==> src/design/ptw_pkg.sv <==
// Shared constants, codes and types of the page table map and walk block.
// No dependencies.
`default_nettype none

package ptw_pkg;

  localparam int unsigned MAX_TABLES = 64;
  localparam int unsigned ENTRIES    = 512;
  localparam int unsigned SLOT_W     = $clog2(ENTRIES);
  localparam int unsigned TBL_W      = $clog2(MAX_TABLES);
  localparam int unsigned ADDR_W     = TBL_W + SLOT_W;
  localparam int unsigned USED_W     = $clog2(MAX_TABLES + 1);

  localparam int unsigned PAGE_W     = 40;
  localparam int unsigned VA_W       = 48;
  localparam int unsigned VPN_W      = VA_W - 12;
  localparam int unsigned DATA_W     = 64;
  localparam int unsigned SMALL_W    = 12;
  localparam int unsigned STATUS_W   = 2;
  localparam int unsigned CFG_IDX_W  = 2;
  localparam int unsigned IN_DATA_W  = VA_W + PAGE_W + DATA_W;
  localparam int unsigned OUT_DATA_W = PAGE_W + DATA_W;

  localparam logic [CFG_IDX_W-1:0] CFG_TABLE_BASE  = 2'd0;
  localparam logic [CFG_IDX_W-1:0] CFG_TABLE_FLAGS = 2'd1;
  localparam logic [CFG_IDX_W-1:0] CFG_EMPTY_VALUE = 2'd2;

  localparam logic [STATUS_W-1:0] ST_OK       = 2'd0;
  localparam logic [STATUS_W-1:0] ST_UNMAPPED = 2'd1;
  localparam logic [STATUS_W-1:0] ST_NOSPACE  = 2'd2;

  localparam logic REQ_MAP = 1'b0;

  localparam logic [DATA_W-1:0]  ROOT_FILL       = 64'h0000_0000_0000_0018;
  localparam logic [DATA_W-1:0]  FLAG_MASK       = 64'h8000_0000_0000_01FF;
  localparam logic [PAGE_W-1:0]  RST_TABLE_BASE  = '0;
  localparam logic [SMALL_W-1:0] RST_TABLE_FLAGS = 12'd27;
  localparam logic [SMALL_W-1:0] RST_EMPTY_VALUE = 12'd28;

  typedef struct packed {
    logic              sub;
    logic [PAGE_W-1:0] a;
    logic [PAGE_W-1:0] b;
    logic [USED_W-1:0] lim;
  } alu_req_t;

  typedef struct packed {
    logic [PAGE_W-1:0] res;
    logic              lt;
  } alu_rsp_t;

  typedef struct packed {
    logic              we;
    logic [ADDR_W-1:0] waddr;
    logic [DATA_W-1:0] wdata;
    logic              re;
    logic [ADDR_W-1:0] raddr;
  } mem_req_t;

endpackage

`default_nettype wire

==> src/design/ptw_alu.sv <==
// Shared 40-bit add/subtract unit with a bound compare on the result.
// Depends on ptw_pkg.
`default_nettype none

module ptw_alu (
  input  wire ptw_pkg::alu_req_t req_i,
  output ptw_pkg::alu_rsp_t      rsp_o
);

  logic [ptw_pkg::PAGE_W-1:0] b_eff;
  logic [ptw_pkg::PAGE_W-1:0] res;

  assign b_eff = req_i.sub ? ~req_i.b : req_i.b;
  assign res   = req_i.a + b_eff + ptw_pkg::PAGE_W'(req_i.sub);

  assign rsp_o.res = res;
  assign rsp_o.lt  = (res < ptw_pkg::PAGE_W'(req_i.lim));

endmodule

`default_nettype wire

==> config.mk <==
export PLATFORM = sky130hd
export DESIGN_NAME = ptw_alu
export DESIGN_NICKNAME = d
export VERILOG_FILES = /design/src/design/ptw_pkg.sv /design/src/design/ptw_alu.sv
export SDC_FILE = /design/constraint.sdc
export NUM_CORES = 1
export LEC_CHECK = 0
export BUFFER_PORTS_ARGS = -buffer_cell sky130_fd_sc_hd__buf_4
export CAP_MARGIN = 20
export CELL_PAD_IN_SITES_DETAIL_PLACEMENT = 1
export CELL_PAD_IN_SITES_GLOBAL_PLACEMENT = 1
export CORE_MARGIN = 2
export CORE_UTILIZATION = 37
export DETAILED_ROUTE_END_ITERATION = 6
export GPL_TIMING_DRIVEN = 0
export PLACE_DENSITY = 0.95
export SLEW_MARGIN = 20
export SYNTH_ARGS = -nofsm -noshare
export SYNTH_HDL_FRONTEND = slang
export SYNTH_SLANG_ARGS = --single-unit
==> constraint.sdc <==
create_clock -name vclk -period 29
set_input_delay 8.7 -clock vclk [all_inputs]
set_output_delay 8.7 -clock vclk [all_outputs]
set_load 0.02 [all_outputs]
==> results of run 1 <==
==> layout make-up <==
class	count	share of cell area, %
Timing Repair Buffer	128	23.6
Multi-Input combinational cell	393	69.4
Tap cell	102	3.13
Inverter	12	1.11
Buffer	26	2.76
==> per-stage QoR <==
step / utilization, % / cell area (µm²) / setup WS, ps
after CTS: 52.4 / 4070 / 5830
after floorplan: - / 2990 / 6980
after global placement: 52.4 / 4070 / 6010
after detailed placement: 52.4 / 4070 / 5840
final: 52.4 / 4070 / 5830
after global routing: 52.4 / 4070 / 5560
==> per-layer routing <==
| layer | up-vias | global-route usage (%) | share of wire (%) | wire length (µm) |
|---|---|---|---|---|
| met1 | 1777 | 30.7 | 40 | 4740 |
| met5 | - | 0 | 0 | 0 |
| met2 | 140 | 49.6 | 51 | 6030 |
| met4 | 0 | 7.37 | 2.9 | 339 |
| met3 | 29 | 3.61 | 6.0 | 715 |
| li1 | 1831 | - | - | - |
==> power by group <==
part | internal (W) | switching, W
Sequential | 0 | 0
Clock | 0 | 0
Combinational | 0.0000708 | 0.000105
==> critical path, cell delays in order <==
cell and delay [ps]:
buf_2 140, buf_1 730, clkbuf_1 700, xor2_1 170, ha_1 310, buf_2 190, nand4_1 120, o221ai_2 290
xor2_1 290, ha_1 310, a21boi_0 160, o31ai_1 470, o2111ai_1 220, or4_1 430, or4_1 390, and4bb_1 290
nand4b_1 110, and4bb_1 280, buf_4 140
==> logic make-up after synthesis <==
| kind of cell | Yosys count |
|---|---|
| simple gates | 134 |
| compound gates | 133 |
| xor+xnor | 78 |
| fa+ha+maj | 45 |
| buf+inv | 38 |
| mux | 3 |
==> placed cells by master (no fill, tap or decap), types with 6 or more instances in the layout <==
master and n:
o21a_1 6, nor3_1 8, xor2_1 57, nand4_1 13, nand3_1 10, buf_2 12
buf_4 128, nor2_1 35, o21ai_0 22, inv_1 12, xnor2_1 21, nand2_1 42
ha_1 44, a21o_1 6, a21oi_1 43, o21ai_1 9, clkbuf_1 12
==> worst max-delay path by stage <==
stage | end | slack (ps) | depth (start not counted)
6_report | rsp_o[0] | 5830 | 19
5_1_grt | rsp_o[0] | 5560 | 19
4_1_cts | rsp_o[0] | 5830 | 19
3_5_place_dp | rsp_o[0] | 5840 | 19
3_3_place_gp | rsp_o[0] | 6010 | 19
2_1_floorplan | rsp_o[0] | 6980 | 18
==> impl_metrics.ini, run 1 <==
[outcome]
outcome = finished, final reports clean

[critical_path]
critPathLaunchType = input pin
crit_fanout = 10
cp.required_ps = 20300
cp-end-kind = output pin
crit_arrival_ps = 14470
cp-startpoint = req_i[87]
crit_type = in2out

[synthesis]
ys_seq_area_share_pct = 0
synth_top_family_by_area = compound AO/OA/AOI/OAI gates
synth.distinct_cells = 56
synth.mux.area_fraction_pct = 1.51
synth_common_cells = xor2_1 (57), ha_1 (44), a21oi_1 (43)
synth_fa_ha_area_share_pct = 19.1
netlist_area_mm2 = 0.00299
synth_most_common_cell = xor2_1
synth_area_leader_cell = ha_1
syn_inst = 431
yosys.area_share.simple_pct = 22.2
synth_area_per_cell_um2 = 6.93
synth_compound_area_share_pct = 29.0
synth_xor_area_share_pct = 22.9
netlist.area_leader.share_pct = 18.4
ys_top_cells_by_area = ha_1 (18%), xor2_1 (17%), a21oi_1 (7.2%)
yosysWarnings = 0
syn-num-nets = 564

[routing]
route.detailed.drc = 0
finalWirelength_mm = 11.8
drtIter0Drc = 181
drtPass1Iterations = 4
drtAntennaViolNets = 0
num_vias = 3777
wl_per_cell_um = 17.9
vias_per_cell = 5.71

[power_and_ir_drop]
p_leak_nw = 1.91
power_density_mw_per_mm2 = 43.2
total_power_w = 0.000176
ir_worst_vdd_mv = 0.0231

[cts]
ctsHoldBuffers = 0
cts_resized = 0
cts_setup_buffers = 0

[cells_and_area]
drive_above_1_share_pct = 28.1
seq_area_um2 = 0
fillers = 1056
diodes = 0
final_cells = 661
clkbuf_count = 0
design.seq.count = 0
multi_input_area_mm2 = 0.00283
area_growth_pct = 36.5
fin_nets = 694

[min_path]
min_path_cells = 3
min_to = rsp_o[1]
min_path_type = in2out
hp-start = req_i[47]

[sta]
period_needed_ps = 23170
hold_slack_ps = 17750
hold_violations = 0
setup_viol = 0
setup_tns_ps = 0
relSlewSlack_pct = 36.0
max_freq_ghz = 0.0432
rsz0062_at_grt = false
finalMaxSlewViolations = 0
tightest_slew_ps = 960
min_period_over_period_pct = 79.9

[grt]
grt-ovfl-total = 0
grt_first_pass_wirelength_mm = 19.0
gr-usage-all-layers_pct = 26.3
grt_pass1_vias = 4042
antenna_found_initial = 0
grt_max_degree = 11

[floorplan]
design.core.area_mm2 = 0.00777
dieWidth_um = 93.8
die-height_um = 93.8
core.rowCount = 32
initial_core_util_pct = 38.4
num_io_pins = 129
dieArea_mm2 = 0.00880

[place]
dp_hpwl_mm = 10.4
portBuffers = 128
place_inst = 661
gp_congestion = 0.936

[run]
maxCapViolCount = 0
Note: power is estimated with default switching activity, not from simulation.
==> run 2, diff against run 1 <==
CORE_UTILIZATION = 35   (was 37)
PLACE_DENSITY = 0.92   (was 0.95)
clock period = 23.5 ns   (was 29 ns; I/O delays follow)
==> run 2 against run 1 <==
Against the previous run: final cell count up 0.45%; flip-flop and latch count did not move; routed wire length is 2.7% lower; count of clock-buffer cells in the layout did not move; setup slack worse by 2000 ps; die area grew 5.5%; hold slack worse by 3300 ps; first-iteration DRC count shrank 24%; critical path depth unchanged; via count decreased by 2.0%; global-route usage down 2.1 points; power increased by 24%; critical path type unchanged.
==> impl_metrics.ini, run 2 (synthesis results as in run 1) <==
[outcome]
outcome = finished, final reports clean

[cells_and_area]
final_cells = 664
drive_above_1_share_pct = 28.1
area_growth_pct = 36.6
seq_area_um2 = 0
diodes = 0
design.seq.count = 0
fin_nets = 694
mostFrequentLayoutCells = buf_4 (128), xor2_1 (57), ha_1 (44)
clkbuf_count = 0
fillers = 1112
final_common_cell = buf_4

[critical_path]
crit_type = in2out
crit_arrival_ps = 12600
critPathLaunchType = input pin
cp.required_ps = 16450
crit_fanout = 10
cp-end-kind = output pin

[power_and_ir_drop]
ir_worst_vdd_mv = 0.0329
total_power_w = 0.000218
power_density_mw_per_mm2 = 53.3
p_leak_nw = 1.91

[sta]
setup_viol = 0
hold_slack_ps = 14450
relSlewSlack_pct = 42.7
hold_violations = 0
max_freq_ghz = 0.0509
rsz0062_at_grt = false
tightest_slew_ps = 860
period_needed_ps = 19650
finalMaxSlewViolations = 0
min_period_over_period_pct = 83.6
setup_tns_ps = 0

[place]
portBuffers = 128
dp_hpwl_mm = 10.1
place_inst = 664
gp_congestion = 0.938

[floorplan]
initial_core_util_pct = 36.2
dieWidth_um = 96.4
dieArea_mm2 = 0.00928
core.rowCount = 33
num_io_pins = 129
design.core.area_mm2 = 0.00826
die-height_um = 96.4

[grt]
antenna_found_initial = 0
gr-usage-all-layers_pct = 24.2
grt_pass1_vias = 3909
grt_first_pass_wirelength_mm = 18.1
grt_max_degree = 11
grt-ovfl-total = 0

[cts]
ctsHoldBuffers = 0
cts_setup_buffers = 0
cts_resized = 0

[routing]
finalWirelength_mm = 11.5
drtAntennaViolNets = 0
drtIter0Drc = 138
drtPass1Iterations = 4
vias_per_cell = 5.58
wl_per_cell_um = 17.3
num_vias = 3703
route.detailed.drc = 0

[min_path]
min_path_type = in2out

[run]
maxCapViolCount = 0
-- run 2: cell counts in the layout (fill, tap and decap cells not counted) --
Identical to the previous run, type by type.
-- run 2: critical path, stage by stage --
cell       delay [ps]
buf_2             130
buf_1             660
clkbuf_1          710
xor2_1            160
ha_1              320
buf_2             200
nand4_1           120
o221ai_2          310
xor2_1            260
ha_1              290
a21boi_0          150
o31ai_1           430
o2111ai_1         190
or4_1             410
or4_1             390
and4bb_1          280
nand4b_1          120
and4bb_1          280
buf_4             140
-- run 2: final timing paths --
kind                      start  endpoint  slack, ps  depth (start not counted)
worst max-delay path  req_i[87]  rsp_o[0]       3850                         19
worst min-delay path  req_i[47]  rsp_o[1]      14450                          3
-- run 2: per-stage QoR --
stage                     util [%]  setup slack (ps)  area [µm²]
final                         49.4              3850        4080
after global routing          49.4              3580        4080
after CTS                     49.4              3800        4080
after detailed placement      49.4              3810        4080
after global placement        49.4              3840        4080
after floorplan                  -              4780        2990
-- run 2: routing by layer --
layer  routed length [µm]  track usage, %  up-vias
li1                     -               -     1827
met1                 4950            29.5     1740
met2                 5720            46.4      121
met3                  632            1.72       15
met4                  212            4.46        0
met5                    0               0        -
-- run 2: report_power, final --
group | switching [W] | internal (W) | total (W) | leakage, nW
Sequential | 0 | 0 | 0 | 0
Clock | 0 | 0 | 0 | 0
Combinational | 0.000130 | 0.0000875 | 0.000218 | 1.91
-- run 2: area by class of cell --
type / count / area, µm² / area share (%)
multi-input combinational: 393 / 2830 / 69.3
inverter: 12 / 45.0 / 1.10
timing repair buffer: 128 / 961 / 23.6
buffer: 26 / 113 / 2.76
tap: 105 / 131 / 3.22
