File: src/design/ptw_pkg.sv
// Shared constants, codes and types of the page table map and walk block.
// No dependencies.
`default_nettype none

package ptw_pkg;

  localparam int unsigned MAX_TABLES = 64;
  localparam int unsigned ENTRIES    = 512;
  localparam int unsigned SLOT_W     = $clog2(ENTRIES);
  localparam int unsigned TBL_W      = $clog2(MAX_TABLES);
  localparam int unsigned ADDR_W     = TBL_W + SLOT_W;
  localparam int unsigned USED_W     = $clog2(MAX_TABLES + 1);

  localparam int unsigned PAGE_W     = 40;
  localparam int unsigned VA_W       = 48;
  localparam int unsigned VPN_W      = VA_W - 12;
  localparam int unsigned DATA_W     = 64;
  localparam int unsigned SMALL_W    = 12;
  localparam int unsigned STATUS_W   = 2;
  localparam int unsigned CFG_IDX_W  = 2;
  localparam int unsigned IN_DATA_W  = VA_W + PAGE_W + DATA_W;
  localparam int unsigned OUT_DATA_W = PAGE_W + DATA_W;

  localparam logic [CFG_IDX_W-1:0] CFG_TABLE_BASE  = 2'd0;
  localparam logic [CFG_IDX_W-1:0] CFG_TABLE_FLAGS = 2'd1;
  localparam logic [CFG_IDX_W-1:0] CFG_EMPTY_VALUE = 2'd2;

  localparam logic [STATUS_W-1:0] ST_OK       = 2'd0;
  localparam logic [STATUS_W-1:0] ST_UNMAPPED = 2'd1;
  localparam logic [STATUS_W-1:0] ST_NOSPACE  = 2'd2;

  localparam logic REQ_MAP = 1'b0;

  localparam logic [DATA_W-1:0]  ROOT_FILL       = 64'h0000_0000_0000_0018;
  localparam logic [DATA_W-1:0]  FLAG_MASK       = 64'h8000_0000_0000_01FF;
  localparam logic [PAGE_W-1:0]  RST_TABLE_BASE  = '0;
  localparam logic [SMALL_W-1:0] RST_TABLE_FLAGS = 12'd27;
  localparam logic [SMALL_W-1:0] RST_EMPTY_VALUE = 12'd28;

  typedef struct packed {
    logic              sub;
    logic [PAGE_W-1:0] a;
    logic [PAGE_W-1:0] b;
    logic [USED_W-1:0] lim;
  } alu_req_t;

  typedef struct packed {
    logic [PAGE_W-1:0] res;
    logic              lt;
  } alu_rsp_t;

  typedef struct packed {
    logic              we;
    logic [ADDR_W-1:0] waddr;
    logic [DATA_W-1:0] wdata;
    logic              re;
    logic [ADDR_W-1:0] raddr;
  } mem_req_t;

endpackage

`default_nettype wire

File: src/design/ptw_ctrl.sv
// Walk sequencer: config registers, request/result registers, table allocation,
// undo log and root clearing pass. Depends on ptw_pkg; drives ptw_alu and ptw_ram.
`default_nettype none

module ptw_ctrl (
  input  wire logic                            clk_i,
  input  wire logic                            rst_ni,
  input  wire logic                            cfg_we_i,
  input  wire logic [ptw_pkg::CFG_IDX_W-1:0]   cfg_idx_i,
  input  wire logic [ptw_pkg::PAGE_W-1:0]      cfg_data_i,
  input  wire logic                            in_valid_i,
  output logic                                 in_ready_o,
  input  wire logic                            in_type_i,
  input  wire logic [ptw_pkg::VA_W-1:0]        in_va_i,
  input  wire logic [ptw_pkg::PAGE_W-1:0]      in_page_i,
  input  wire logic [ptw_pkg::DATA_W-1:0]      in_flags_i,
  output logic                                 out_valid_o,
  input  wire logic                            out_ready_i,
  output logic      [ptw_pkg::STATUS_W-1:0]    out_status_o,
  output logic      [ptw_pkg::PAGE_W-1:0]      out_page_o,
  output logic      [ptw_pkg::DATA_W-1:0]      out_flags_o,
  output ptw_pkg::alu_req_t                    alu_req_o,
  input  wire ptw_pkg::alu_rsp_t               alu_rsp_i,
  output ptw_pkg::mem_req_t                    mem_req_o,
  input  wire logic [ptw_pkg::DATA_W-1:0]      mem_rdata_i
);

  localparam logic [3:0] S_CLR  = 4'd0;
  localparam logic [3:0] S_IDLE = 4'd1;
  localparam logic [3:0] S_RD   = 4'd2;
  localparam logic [3:0] S_EV   = 4'd3;
  localparam logic [3:0] S_FILL = 4'd4;
  localparam logic [3:0] S_LINK = 4'd5;
  localparam logic [3:0] S_LEAF = 4'd6;
  localparam logic [3:0] S_UNDO = 4'd7;
  localparam logic [3:0] S_DONE = 4'd8;

  localparam logic [1:0] LVL_LAST_UPPER = 2'd2;
  localparam logic [1:0] LVL_LEAF       = 2'd3;

  function automatic logic [ptw_pkg::SLOT_W-1:0] slot_of(
    input logic [ptw_pkg::VPN_W-1:0] vpn,
    input logic [1:0]                lvl
  );
    logic [ptw_pkg::SLOT_W-1:0] s;
    unique case (lvl)
      2'd0: s = vpn[4*ptw_pkg::SLOT_W-1 -: ptw_pkg::SLOT_W];
      2'd1: s = vpn[3*ptw_pkg::SLOT_W-1 -: ptw_pkg::SLOT_W];
      2'd2: s = vpn[2*ptw_pkg::SLOT_W-1 -: ptw_pkg::SLOT_W];
      2'd3: s = vpn[ptw_pkg::SLOT_W-1:0];
    endcase
    return s;
  endfunction

  // config
  logic [ptw_pkg::PAGE_W-1:0]  base_q;
  logic [ptw_pkg::SMALL_W-1:0] tef_q;
  logic [ptw_pkg::SMALL_W-1:0] eev_q;

  // sequencer
  logic [3:0]                  state_q, state_d;
  logic [1:0]                  lvl_q, lvl_d;
  logic [ptw_pkg::TBL_W-1:0]   cur_q, cur_d;
  logic [ptw_pkg::TBL_W-1:0]   new_q, new_d;
  logic [ptw_pkg::USED_W-1:0]  used_q, used_d;
  logic [ptw_pkg::USED_W-1:0]  saved_q, saved_d;
  logic [1:0]                  nlog_q, nlog_d;
  logic [ptw_pkg::SLOT_W-1:0]  cnt_q, cnt_d;
  logic [ptw_pkg::ADDR_W-1:0]  link_addr_q, link_addr_d;

  // undo log of overwritten link entries
  logic [ptw_pkg::ADDR_W-1:0]  log_addr_q [3];
  logic [ptw_pkg::DATA_W-1:0]  log_data_q [3];
  logic                        log_we;
  logic [1:0]                  log_top;

  // request
  logic                        type_q;
  logic [ptw_pkg::VPN_W-1:0]   vpn_q;
  logic [ptw_pkg::PAGE_W-1:0]  page_q;
  logic [ptw_pkg::DATA_W-1:0]  flags_q;
  logic                        req_ld;

  // result and output register
  logic [ptw_pkg::STATUS_W-1:0] rst_q, rst_d;
  logic [ptw_pkg::PAGE_W-1:0]   rpg_q, rpg_d;
  logic [ptw_pkg::DATA_W-1:0]   rfl_q, rfl_d;
  logic                         ovalid_q, ovalid_d;
  logic                         out_ld;
  logic [ptw_pkg::STATUS_W-1:0] ostat_q;
  logic [ptw_pkg::PAGE_W-1:0]   opage_q;
  logic [ptw_pkg::DATA_W-1:0]   oflags_q;

  logic [ptw_pkg::ADDR_W-1:0]   cur_addr;
  logic [ptw_pkg::DATA_W-1:0]   e;

  assign cur_addr = {cur_q, slot_of(vpn_q, lvl_q)};
  assign e        = mem_rdata_i;
  assign log_top  = nlog_q - 2'd1;

  assign in_ready_o   = (state_q == S_IDLE);
  assign out_valid_o  = ovalid_q;
  assign out_status_o = ostat_q;
  assign out_page_o   = opage_q;
  assign out_flags_o  = oflags_q;

  always_comb begin
    state_d     = state_q;
    lvl_d       = lvl_q;
    cur_d       = cur_q;
    new_d       = new_q;
    used_d      = used_q;
    saved_d     = saved_q;
    nlog_d      = nlog_q;
    cnt_d       = cnt_q;
    link_addr_d = link_addr_q;
    rst_d       = rst_q;
    rpg_d       = rpg_q;
    rfl_d       = rfl_q;
    ovalid_d    = ovalid_q && !out_ready_i;
    out_ld      = 1'b0;
    req_ld      = 1'b0;
    log_we      = 1'b0;

    alu_req_o.sub = 1'b1;
    alu_req_o.a   = e[ptw_pkg::PAGE_W+11:12];
    alu_req_o.b   = base_q;
    alu_req_o.lim = used_q;

    mem_req_o.we    = 1'b0;
    mem_req_o.waddr = cur_addr;
    mem_req_o.wdata = '0;
    mem_req_o.re    = 1'b0;
    mem_req_o.raddr = cur_addr;

    unique case (state_q)
      S_CLR: begin
        mem_req_o.we    = 1'b1;
        mem_req_o.waddr = {ptw_pkg::TBL_W'(0), cnt_q};
        mem_req_o.wdata = ptw_pkg::ROOT_FILL;
        cnt_d = cnt_q + 1'b1;
        if (cnt_q == '1) begin
          state_d = S_IDLE;
        end
      end
      S_IDLE: begin
        if (in_valid_i) begin
          req_ld  = 1'b1;
          lvl_d   = '0;
          cur_d   = '0;
          nlog_d  = '0;
          saved_d = used_q;
          state_d = S_RD;
        end
      end
      S_RD: begin
        mem_req_o.re = 1'b1;
        state_d      = S_EV;
      end
      S_EV: begin
        rst_d = ptw_pkg::ST_UNMAPPED;
        rpg_d = '0;
        rfl_d = '0;
        if (lvl_q == LVL_LEAF) begin
          if (e[0]) begin
            rst_d = ptw_pkg::ST_OK;
            rpg_d = e[ptw_pkg::PAGE_W+11:12];
            rfl_d = e & ptw_pkg::FLAG_MASK;
          end
          state_d = S_DONE;
        end else if (e[0]) begin
          if (alu_rsp_i.lt) begin
            cur_d = alu_rsp_i.res[ptw_pkg::TBL_W-1:0];
            if (lvl_q == LVL_LAST_UPPER && type_q == ptw_pkg::REQ_MAP) begin
              state_d = S_LEAF;
            end else begin
              lvl_d   = lvl_q + 2'd1;
              state_d = S_RD;
            end
          end else if (type_q == ptw_pkg::REQ_MAP) begin
            state_d = S_UNDO;
          end else begin
            state_d = S_DONE;
          end
        end else if (type_q != ptw_pkg::REQ_MAP) begin
          state_d = S_DONE;
        end else if (used_q >= ptw_pkg::USED_W'(ptw_pkg::MAX_TABLES)) begin
          state_d = S_UNDO;
        end else begin
          new_d       = used_q[ptw_pkg::TBL_W-1:0];
          used_d      = used_q + 1'b1;
          log_we      = 1'b1;
          nlog_d      = nlog_q + 2'd1;
          link_addr_d = cur_addr;
          cnt_d       = '0;
          state_d     = S_FILL;
        end
      end
      S_FILL: begin
        mem_req_o.we    = 1'b1;
        mem_req_o.waddr = {new_q, cnt_q};
        mem_req_o.wdata = {{(ptw_pkg::DATA_W-ptw_pkg::SMALL_W){1'b0}}, eev_q};
        cnt_d = cnt_q + 1'b1;
        if (cnt_q == '1) begin
          state_d = S_LINK;
        end
      end
      S_LINK: begin
        alu_req_o.sub   = 1'b0;
        alu_req_o.a     = base_q;
        alu_req_o.b     = ptw_pkg::PAGE_W'(new_q);
        mem_req_o.we    = 1'b1;
        mem_req_o.waddr = link_addr_q;
        mem_req_o.wdata = {12'b0, alu_rsp_i.res, 12'b0}
                        | {{(ptw_pkg::DATA_W-ptw_pkg::SMALL_W){1'b0}}, tef_q};
        cur_d = new_q;
        if (lvl_q == LVL_LAST_UPPER) begin
          state_d = S_LEAF;
        end else begin
          lvl_d   = lvl_q + 2'd1;
          state_d = S_RD;
        end
      end
      S_LEAF: begin
        mem_req_o.we    = 1'b1;
        mem_req_o.waddr = {cur_q, slot_of(vpn_q, LVL_LEAF)};
        mem_req_o.wdata = {12'b0, page_q, 12'b0} | flags_q;
        rst_d   = ptw_pkg::ST_OK;
        rpg_d   = '0;
        rfl_d   = '0;
        state_d = S_DONE;
      end
      S_UNDO: begin
        if (nlog_q == 2'd0) begin
          used_d  = saved_q;
          rst_d   = ptw_pkg::ST_NOSPACE;
          rpg_d   = '0;
          rfl_d   = '0;
          state_d = S_DONE;
        end else begin
          mem_req_o.we    = 1'b1;
          mem_req_o.waddr = log_addr_q[log_top];
          mem_req_o.wdata = log_data_q[log_top];
          nlog_d = log_top;
        end
      end
      S_DONE: begin
        if (!ovalid_q || out_ready_i) begin
          out_ld   = 1'b1;
          ovalid_d = 1'b1;
          state_d  = S_IDLE;
        end
      end
      default: begin
        state_d = S_IDLE;
      end
    endcase
  end

  always_ff @(posedge clk_i or negedge rst_ni) begin
    if (!rst_ni) begin
      state_q  <= S_CLR;
      cnt_q    <= '0;
      used_q   <= ptw_pkg::USED_W'(1);
      ovalid_q <= 1'b0;
      base_q   <= ptw_pkg::RST_TABLE_BASE;
      tef_q    <= ptw_pkg::RST_TABLE_FLAGS;
      eev_q    <= ptw_pkg::RST_EMPTY_VALUE;
      lvl_q    <= '0;
      cur_q    <= '0;
      nlog_q   <= '0;
    end else begin
      state_q  <= state_d;
      cnt_q    <= cnt_d;
      used_q   <= used_d;
      ovalid_q <= ovalid_d;
      lvl_q    <= lvl_d;
      cur_q    <= cur_d;
      nlog_q   <= nlog_d;
      if (cfg_we_i) begin
        unique case (cfg_idx_i)
          ptw_pkg::CFG_TABLE_BASE:  base_q <= cfg_data_i;
          ptw_pkg::CFG_TABLE_FLAGS: tef_q  <= cfg_data_i[ptw_pkg::SMALL_W-1:0];
          ptw_pkg::CFG_EMPTY_VALUE: eev_q  <= cfg_data_i[ptw_pkg::SMALL_W-1:0];
          default: ;
        endcase
      end
    end
  end

  always_ff @(posedge clk_i) begin
    new_q       <= new_d;
    saved_q     <= saved_d;
    link_addr_q <= link_addr_d;
    rst_q       <= rst_d;
    rpg_q       <= rpg_d;
    rfl_q       <= rfl_d;
    if (req_ld) begin
      type_q  <= in_type_i;
      vpn_q   <= in_va_i[ptw_pkg::VA_W-1:12];
      page_q  <= in_page_i;
      flags_q <= in_flags_i;
    end
    if (log_we) begin
      log_addr_q[nlog_q] <= cur_addr;
      log_data_q[nlog_q] <= e;
    end
    if (out_ld) begin
      ostat_q  <= rst_q;
      opage_q  <= rpg_q;
      oflags_q <= rfl_q;
    end
  end

endmodule

`default_nettype wire

File: config.mk
export PLATFORM = sky130hd
export DESIGN_NAME = ptw_ctrl
export DESIGN_NICKNAME = d
export VERILOG_FILES = /design/src/design/ptw_pkg.sv /design/src/design/ptw_ctrl.sv
export SDC_FILE = /design/constraint.sdc
export NUM_CORES = 1
export LEC_CHECK = 0
export BUFFER_PORTS_ARGS = -buffer_cell sky130_fd_sc_hd__buf_2
export CAP_MARGIN = 20
export CORE_AREA = 2 2 232 234
export CTS_BUF_LIST = sky130_fd_sc_hd__clkbuf_8
export CTS_CLUSTER_DIAMETER = 100
export DETAILED_ROUTE_END_ITERATION = 12
export DIE_AREA = 0 0 234 236
export PLACE_DENSITY_LB_ADDON = 0.1
export SYNTH_ARGS = -nofsm -noshare
export SYNTH_HDL_FRONTEND = slang
export SYNTH_SLANG_ARGS = --single-unit
File: constraint.sdc
create_clock -name clk_i -period 10 [get_ports clk_i]
set_input_delay 0.5 -clock clk_i [delete_from_list [all_inputs] [get_ports clk_i]]
set_output_delay 0.5 -clock clk_i [all_outputs]
set_load 0.03 [all_outputs]
==> flow_metrics.env, run 1 <==
export IMPL_finalHoldViolations=0
export IMPL_combPwrFrac_pct=29.9
export IMPL_first_pass_iters=5
export IMPL_slowest_delay_ps=970
export IMPL_clk_path_buf_depth=3
export IMPL_rsz0062_at_grt="no"
export IMPL_dp_hpwl_mm=45.6
export IMPL_grt_antenna_before_repair=8
export IMPL_synthesis_instances=1732
export IMPL_power_switching_share_pct=36.8
export IMPL_arrival_ps=4910
export IMPL_vias=17100
export IMPL_synth_avg_cell_area_sq_um=14.2
export IMPL_synth_cell_types=64
export IMPL_clk_pin_slew_ps=60
export IMPL_power_leakage_uw=0.0126
export IMPL_synth_xor_area_share_pct=0.107
export IMPL_vias_per_cell=5.21
export IMPL_fin_hold_ws_ps=61.7
export IMPL_cts_sinks=605
export IMPL_cts_buffers=102
export IMPL_hold_class="input pin to register"
export IMPL_slew_headroom_pct=28.4
export IMPL_layout_common_cells="buf_2 (529), edfxtp_1 (510), nand2_1 (310)"
export IMPL_clockRootBuffer="clkbuf_8"
export IMPL_cts_tree="done"
export IMPL_worst_pin_slew_ps=1070
export IMPL_status="complete, no violations"
export IMPL_seqPwrFrac_pct=43.8
export IMPL_fin_nets=2808
export IMPL_slew_violations=0
export IMPL_power_density_nw_per_um2=253
export IMPL_ir_drop_v=0.000178
export IMPL_startpoint_type="register"
export IMPL_fp_dieArea_sq_um=55200
export IMPL_grt_total_usage_pct=25.6
export IMPL_end_kind="primary output"
export IMPL_cpMaxStageDelayCell="ha_4"
export IMPL_grt_pass1_vias=17100
export IMPL_fp_dieH_um=236
export IMPL_ys_seq_area_share_pct=72.1
export IMPL_worstHoldPathCells=1
export IMPL_synth_top_family_by_area="simple AND/OR/NAND/NOR gates"
export IMPL_synth_area_mux_share_pct=6.78
export IMPL_synth_compound_area_share_pct=6.99
export IMPL_syn_cell_area_sq_um=24500
export IMPL_pre_cts_slack_ps=5250
export IMPL_core_rowCount=85
export IMPL_crit_buf_inv=3
export IMPL_clk_latency_ps=700
export IMPL_layout_commonest_cell="buf_2"
export IMPL_ff2ff_path_depth=5
export IMPL_path_cells="inv_1 -> ha_4 -> buf_4 -> nor2_1 -> a21oi_1 -> a21oi_1 -> o32ai_1 -> buf_2"
export IMPL_synth_seq_cells=605
export IMPL_wire_per_inst_um=21.9
export IMPL_fin_skew_ps=18.9
export IMPL_coreArea_sq_um=53100
export IMPL_wl_mm=71.8
export IMPL_worstPathRequired_ps=9500
export IMPL_syn_to_final_growth_pct=29.1
export IMPL_io_buffers=530
export IMPL_seq_area_sq_um=17700
export IMPL_grt_max_degree=95
export IMPL_gp_congestion=0.843
export IMPL_synth_enable_flop_cells=510
export IMPL_clockPowerShare_pct=26.3
export IMPL_multi_input_area_sq_um=6230
export IMPL_worstSetupPathType="register to primary output"
export IMPL_drt_iter0_markers=1226
export IMPL_grt_overflow=0
export IMPL_ys_flop_type="edfxtp_1"
export IMPL_internal_power_uw=5060
export IMPL_n_fill_cell=4328
export IMPL_synth_simple_area_share_pct=9.85
export IMPL_fmax_mhz=185
export IMPL_ios=597
export IMPL_path_max_fanout=94
export IMPL_initial_utilization_pct=46.3
export IMPL_grt_pass1_wl_mm=104
export IMPL_switching_power_uw=2950
export IMPL_path_depth=8
export IMPL_antenna_left=0
export IMPL_setup_viol=0
export IMPL_finalWorstSetupSlack_ps=4590
export IMPL_dp_cells=2885
export IMPL_ys_async_sr_fraction_pct=15.7
export IMPL_cpMostUsedCell="a21oi_1"
export IMPL_period_share_pct=54.1
export IMPL_layout_drive_gt1_share_pct=30.6
export IMPL_maxCapViolCount=0
export IMPL_post_route_util_pct=59.7
export IMPL_fin_cells=3282
export IMPL_htree_levels=3
export IMPL_min_period_ps=5410
export IMPL_dieWidth_um=234
export IMPL_ys_warnings_count=0
export IMPL_final_setup_tns_ps=0
export IMPL_crit_family="buffers and inverters"
export IMPL_drc=0
export IMPL_synth_fa_ha_area_share_pct=0.510
-- power groups by stage --
stage	clock network, uW	logic, uW	registers [uW]
after global routing	2270	2580	3550
after CTS	2170	2410	3510
after floorplan	0	1570	3530
after detailed placement	0	2340	3560
final	2110	2400	3510
after global placement	0	2320	3540
-- Yosys cell counts (2+ instances only) --
cell / instances / area (sq um)
o21ai_0: 132 / 661
a21boi_0: 2 / 15.0
xor2_1: 2 / 17.5
nor3_1: 4 / 20.0
mux2_2: 66 / 743
a211oi_1: 4 / 30.0
o221ai_1: 10 / 87.6
nand2b_1: 5 / 31.3
inv_1: 21 / 78.8
buf_1: 6 / 22.5
a31oi_1: 7 / 43.8
a221o_1: 2 / 20.0
buf_2: 31 / 155
nand2_1: 310 / 1160
edfxtp_1: 510 / 15300
and2_1: 85 / 532
buf_4: 57 / 428
nor2b_1: 4 / 25.0
a21oi_1: 18 / 90.1
dfstp_2: 8 / 210
a222oi_1: 24 / 240
ha_1: 10 / 125
dfrtp_1: 87 / 2180
nand4_1: 2 / 12.5
or3_1: 3 / 18.8
o211ai_1: 40 / 300
nand3b_1: 4 / 30.0
o22ai_1: 4 / 25.0
a2111oi_0: 2 / 17.5
inv_2: 2 / 7.51
clkbuf_1: 54 / 203
and3_1: 10 / 62.6
o21a_1: 3 / 22.5
a22oi_1: 10 / 75.1
nor2_2: 2 / 12.5
nor3b_1: 4 / 30.0
mux2i_1: 92 / 921
a221oi_1: 2 / 17.5
nand3_1: 44 / 220
nor2_1: 25 / 93.8
-- worst register-to-register path: cells and delay by family (launching register included) --
| family | cells | cell delay (ps) |
|---|---|---|
| buffers and inverters | 3 | 1900 |
| AND/OR/NAND/NOR | 2 | 740 |
| flip-flops | 1 | 710 |
-- routing by layer --
layer  up-vias  share of wire, %  GRT usage (%)
met5         -             0.060              0
met4         6               2.6           8.96
met3       121               7.0           5.79
met2       683                50           43.0
met1      8436                41           32.5
li1       7856                 -              -
-- layout make-up --
class	instances	share of cell area, %
Antenna cell	4	0.0316
Sequential cell	605	55.8
Clock inverter	80	1.29
Tap cell	696	2.75
Timing Repair Buffer	752	15.3
Multi-Input combinational cell	1009	19.6
Clock buffer	113	4.91
Inverter	23	0.272
-- per-stage QoR --
stage	instance area, sq um	power (uW)
floorplan	24800	5090
global placement	27700	5850
detailed placement	27700	5900
CTS	31700	8080
global route	31700	8400
finish	31700	8010
-- cells by family after synthesis --
logic type                 count (synthesis)
AOI/OAI and AO/OA                        268
xor gates and xnor gates                   3
adders and majority gates                 10
buffers and inverters                    171
DFF                                      605
muxes                                    158
other                                      1
and+or+nand+nor                          516
-- worst paths after layout --
path                                          end       startpoint  slack [ps]
worst min register to register    out_flags_o[63]        rfl_q[63]         420
min in group asynchronous              base_q[18]           rst_ni         370
max in group asynchronous               nlog_q[0]           rst_ni        8100
worst max register to register        flags_q[30]       state_q[1]        6140
worst min-delay path            log_data_q[0][43]  mem_rdata_i[43]          60
worst max-delay path                mem_req_o[89]        nlog_q[0]        4590
-- sequential cells by signal (all words and copies together), names as in the netlist, 2 cells and up --
name / flops
base_q: 40
cnt_q: 9
cur_q: 6
eev_q: 12
flags_q: 64
link_addr_q: 15
log_addr_q: 45
log_data_q: 192
lvl_q: 2
new_q: 6
nlog_q: 2
out_flags_o: 10
out_page_o: 40
out_status_o: 2
page_q: 40
rfl_q: 10
rpg_q: 40
rst_q: 2
saved_q: 7
state_q: 4
tef_q: 12
used_q: 7
vpn_q: 36
-- what timing repair did --
item / 4_1_cts / 5_1_grt
resized for setup: 0 / 0
setup buffers: 0 / 0
hold buffers: 198 / 0
endpoints found under the setup margin: 0 / 0
endpoints found under the hold margin: 286 / 0
No activity file was read; power rests on OpenSTA's default activity.
==> inputs of run 2 (changes only) <==
ABC_AREA = 1   (was default)
CORE_AREA = 2 2 233 235   (was 2 2 232 234)
DIE_AREA = 0 0 235 237   (was 0 0 234 236)
clock period = 4.8 ns   (was 10 ns; I/O delays follow)
==> flow_metrics.env, run 2 <==
export IMPL_finalWorstSetupSlack_ps=923
export IMPL_vias=19100
export IMPL_synth_enable_flop_cells=510
export IMPL_clk_path_buf_depth=3
export IMPL_fp_dieH_um=237
export IMPL_top_regs="log_data_q: 192 flops, flags_q: 64 flops, log_addr_q: 45 flops"
export IMPL_status="complete, no violations"
export IMPL_ys_seq_area_share_pct=71.5
export IMPL_min_period_ps=3880
export IMPL_maxCapViolCount=0
export IMPL_slew_headroom_pct=30.0
export IMPL_synth_seq_cells=605
export IMPL_r2r_slack_ps=1730
export IMPL_power_density_nw_per_um2=481
export IMPL_dp_hpwl_mm=46.7
export IMPL_crit_family="buffers and inverters"
export IMPL_first_pass_iters=6
export IMPL_syn_cell_area_sq_um=24800
export IMPL_rsz0062_at_grt="no"
export IMPL_startpoint_type="register"
export IMPL_grt_antenna_before_repair=4
export IMPL_slowest_delay_ps=640
export IMPL_htree_levels=3
export IMPL_layout_common_cells="buf_2 (529), edfxtp_1 (510), nand2_1 (492)"
export IMPL_synthesis_instances=2161
export IMPL_cpMostUsedCell="o21ai_0"
export IMPL_layout_drive_gt1_share_pct=24.0
export IMPL_worstPathRequired_ps=4560
export IMPL_cts_sinks=605
export IMPL_synth_avg_cell_area_sq_um=11.5
export IMPL_setup_viol=0
export IMPL_worst_pin_slew_ps=1050
export IMPL_grt_pass1_wl_mm=111
export IMPL_layout_commonest_cell="buf_2"
export IMPL_fmax_mhz=258
export IMPL_yosysTopAreaCell="edfxtp_1"
export IMPL_path_cells="inv_4 -> ha_4 -> buf_4 -> o21ai_0 -> o21ai_0 -> a22o_1 -> buf_2"
export IMPL_r2r_end="log_data_q[0][43]"
export IMPL_clk_latency_ps=700
export IMPL_hold_class="input pin to asynchronous set/reset pin"
export IMPL_grt_pass1_vias=19200
export IMPL_grt_total_usage_pct=26.4
export IMPL_wl_mm=74.2
export IMPL_drc=0
export IMPL_syn_to_final_growth_pct=31.4
export IMPL_ys_flop_type="edfxtp_1"
export IMPL_dieWidth_um=235
export IMPL_cpMaxStageDelayCell="buf_4"
export IMPL_worstSetupPathType="register to primary output"
export IMPL_drt_iter0_markers=1296
export IMPL_fp_dieArea_sq_um=55700
export IMPL_crit_buf_inv=3
export IMPL_yosysTopAreaCellShare_pct=61.9
export IMPL_gp_congestion=0.884
export IMPL_rr_startpoint="lvl_q[0]"
export IMPL_clk_pin_slew_ps=60
export IMPL_p_total_uw=15600
export IMPL_fin_skew_ps=39.5
export IMPL_path_max_fanout=49
export IMPL_synthTopCellsByCount="edfxtp_1 (510), nand2_1 (493), o21ai_0 (284)"
export IMPL_initial_utilization_pct=46.5
export IMPL_ctsResizeCount=0
export IMPL_cts_buffers=101
export IMPL_power_leakage_uw=0.0139
export IMPL_clockRootBuffer="clkbuf_8"
export IMPL_wire_per_inst_um=19.7
export IMPL_io_buffers=530
export IMPL_arrival_ps=3640
export IMPL_largest_reg_flops=192
export IMPL_fin_cells=3758
export IMPL_dp_cells=3312
export IMPL_pre_cts_slack_ps=1520
export IMPL_ios=597
export IMPL_period_share_pct=80.8
export IMPL_cts_tree="done"
export IMPL_ff2ff_path_depth=7
export IMPL_slew_violations=0
export IMPL_final_setup_tns_ps=0
export IMPL_core_rowCount=85
export IMPL_ys_async_sr_fraction_pct=15.7
export IMPL_coreArea_sq_um=53300
export IMPL_synth_most_common_cell="edfxtp_1"
export IMPL_yosys_top_cells_area="edfxtp_1 (62%), dfrtp_1 (8.8%), nand2_1 (7.5%)"
export IMPL_grt_max_degree=94
export IMPL_ys_warnings_count=0
export IMPL_end_kind="primary output"
export IMPL_fin_nets=3289
export IMPL_regMostFlops="log_data_q"
export IMPL_antenna_left=0
export IMPL_finalHoldViolations=0
export IMPL_vias_per_cell=5.07
export IMPL_synth_cell_types=38
export IMPL_n_fill_cell=4346
export IMPL_grt_overflow=0
export IMPL_ir_drop_v=0.000367
==> run 2: cell types whose count changed after synthesis, moves of 31 or more <==
cell / before / now
a21oi_1: 18 / 54
nand2_1: 310 / 493
mux2_2: 66 / 0
mux2i_1: 92 / 0
nand3_1: 44 / 96
nor2_1: 25 / 219
o21ai_0: 132 / 284
inv_1: 21 / 159
o211ai_1: 40 / 9
and2_1: 85 / 0
==> run 2: logic make-up after synthesis <==
group / count (synthesis) / synth area share, %
compound gates: 372 / 7.86
xor+xnor: 3 / 0.106
fa+ha+maj: 10 / 0.505
buf+inv: 316 / 5.92
flops: 605 / 71.5
other cells: 1 / 0.0151
simple gates: 854 / 14.1
==> run 2: worst max path at each step <==
stage                     startpoint             to  cells past startpoint
final                      nlog_q[0]  mem_req_o[68]                      7
after detailed placement   nlog_q[0]  mem_req_o[68]                      7
after global routing       nlog_q[0]  mem_req_o[63]                      8
after floorplan           state_q[2]     flags_q[0]                      5
after global placement     nlog_q[0]  mem_req_o[68]                      7
after CTS                  nlog_q[0]  mem_req_o[68]                      7
==> run 2: routing by layer <==
layer	vias up	part of all wire (%)	track usage, %
met3	170	6.5	5.11
met4	4	4.4	13.2
li1	8916	-	-
met2	777	49	44.0
met5	-	0.028	0
met1	9199	40	32.9
==> run 2: layout make-up <==
type / instances / area, sq um / share of cell area, %
Clock inverter: 73 / 407 / 1.25
Timing Repair Buffer: 805 / 5430 / 16.7
Inverter: 168 / 643 / 1.98
Multi-Input combinational cell: 1293 / 5860 / 18.0
Sequential cell: 605 / 17700 / 54.5
Clock buffer: 116 / 1600 / 4.91
Antenna cell: 2 / 5.00 / 0.0154
Tap cell: 696 / 871 / 2.68
==> run 2: where the power goes <==
part	switching [uW]	internal, uW	total (uW)	leakage (uW)
combinational	3280	1160	4430	0.00693
sequential	284	6470	6760	0.00578
clock	2060	2370	4440	0.00117
total	5620	10000	15600	0.0139
==> run 2: stage by stage <==
| stage | instance area, sq um | hold WS (ps) | util (%) |
|---|---|---|---|
| final | 32500 | 136 | 61.0 |
| after global routing | 32500 | 176 | 61.0 |
| after CTS | 32500 | 114 | 61.0 |
| after detailed placement | 28000 | 301 | 52.5 |
| after global placement | 28000 | 301 | 52.5 |
| after floorplan | 25000 | -55.6 | - |
==> run 2: what timing repair did <==
| item | 4_1_cts | 5_1_grt |
|---|---|---|
| setup endpoints to repair | 0 | 0 |
| hold buffers | 255 | 0 |
| buffers inserted | 0 | 0 |
| hold endpoints to repair | 496 | 0 |
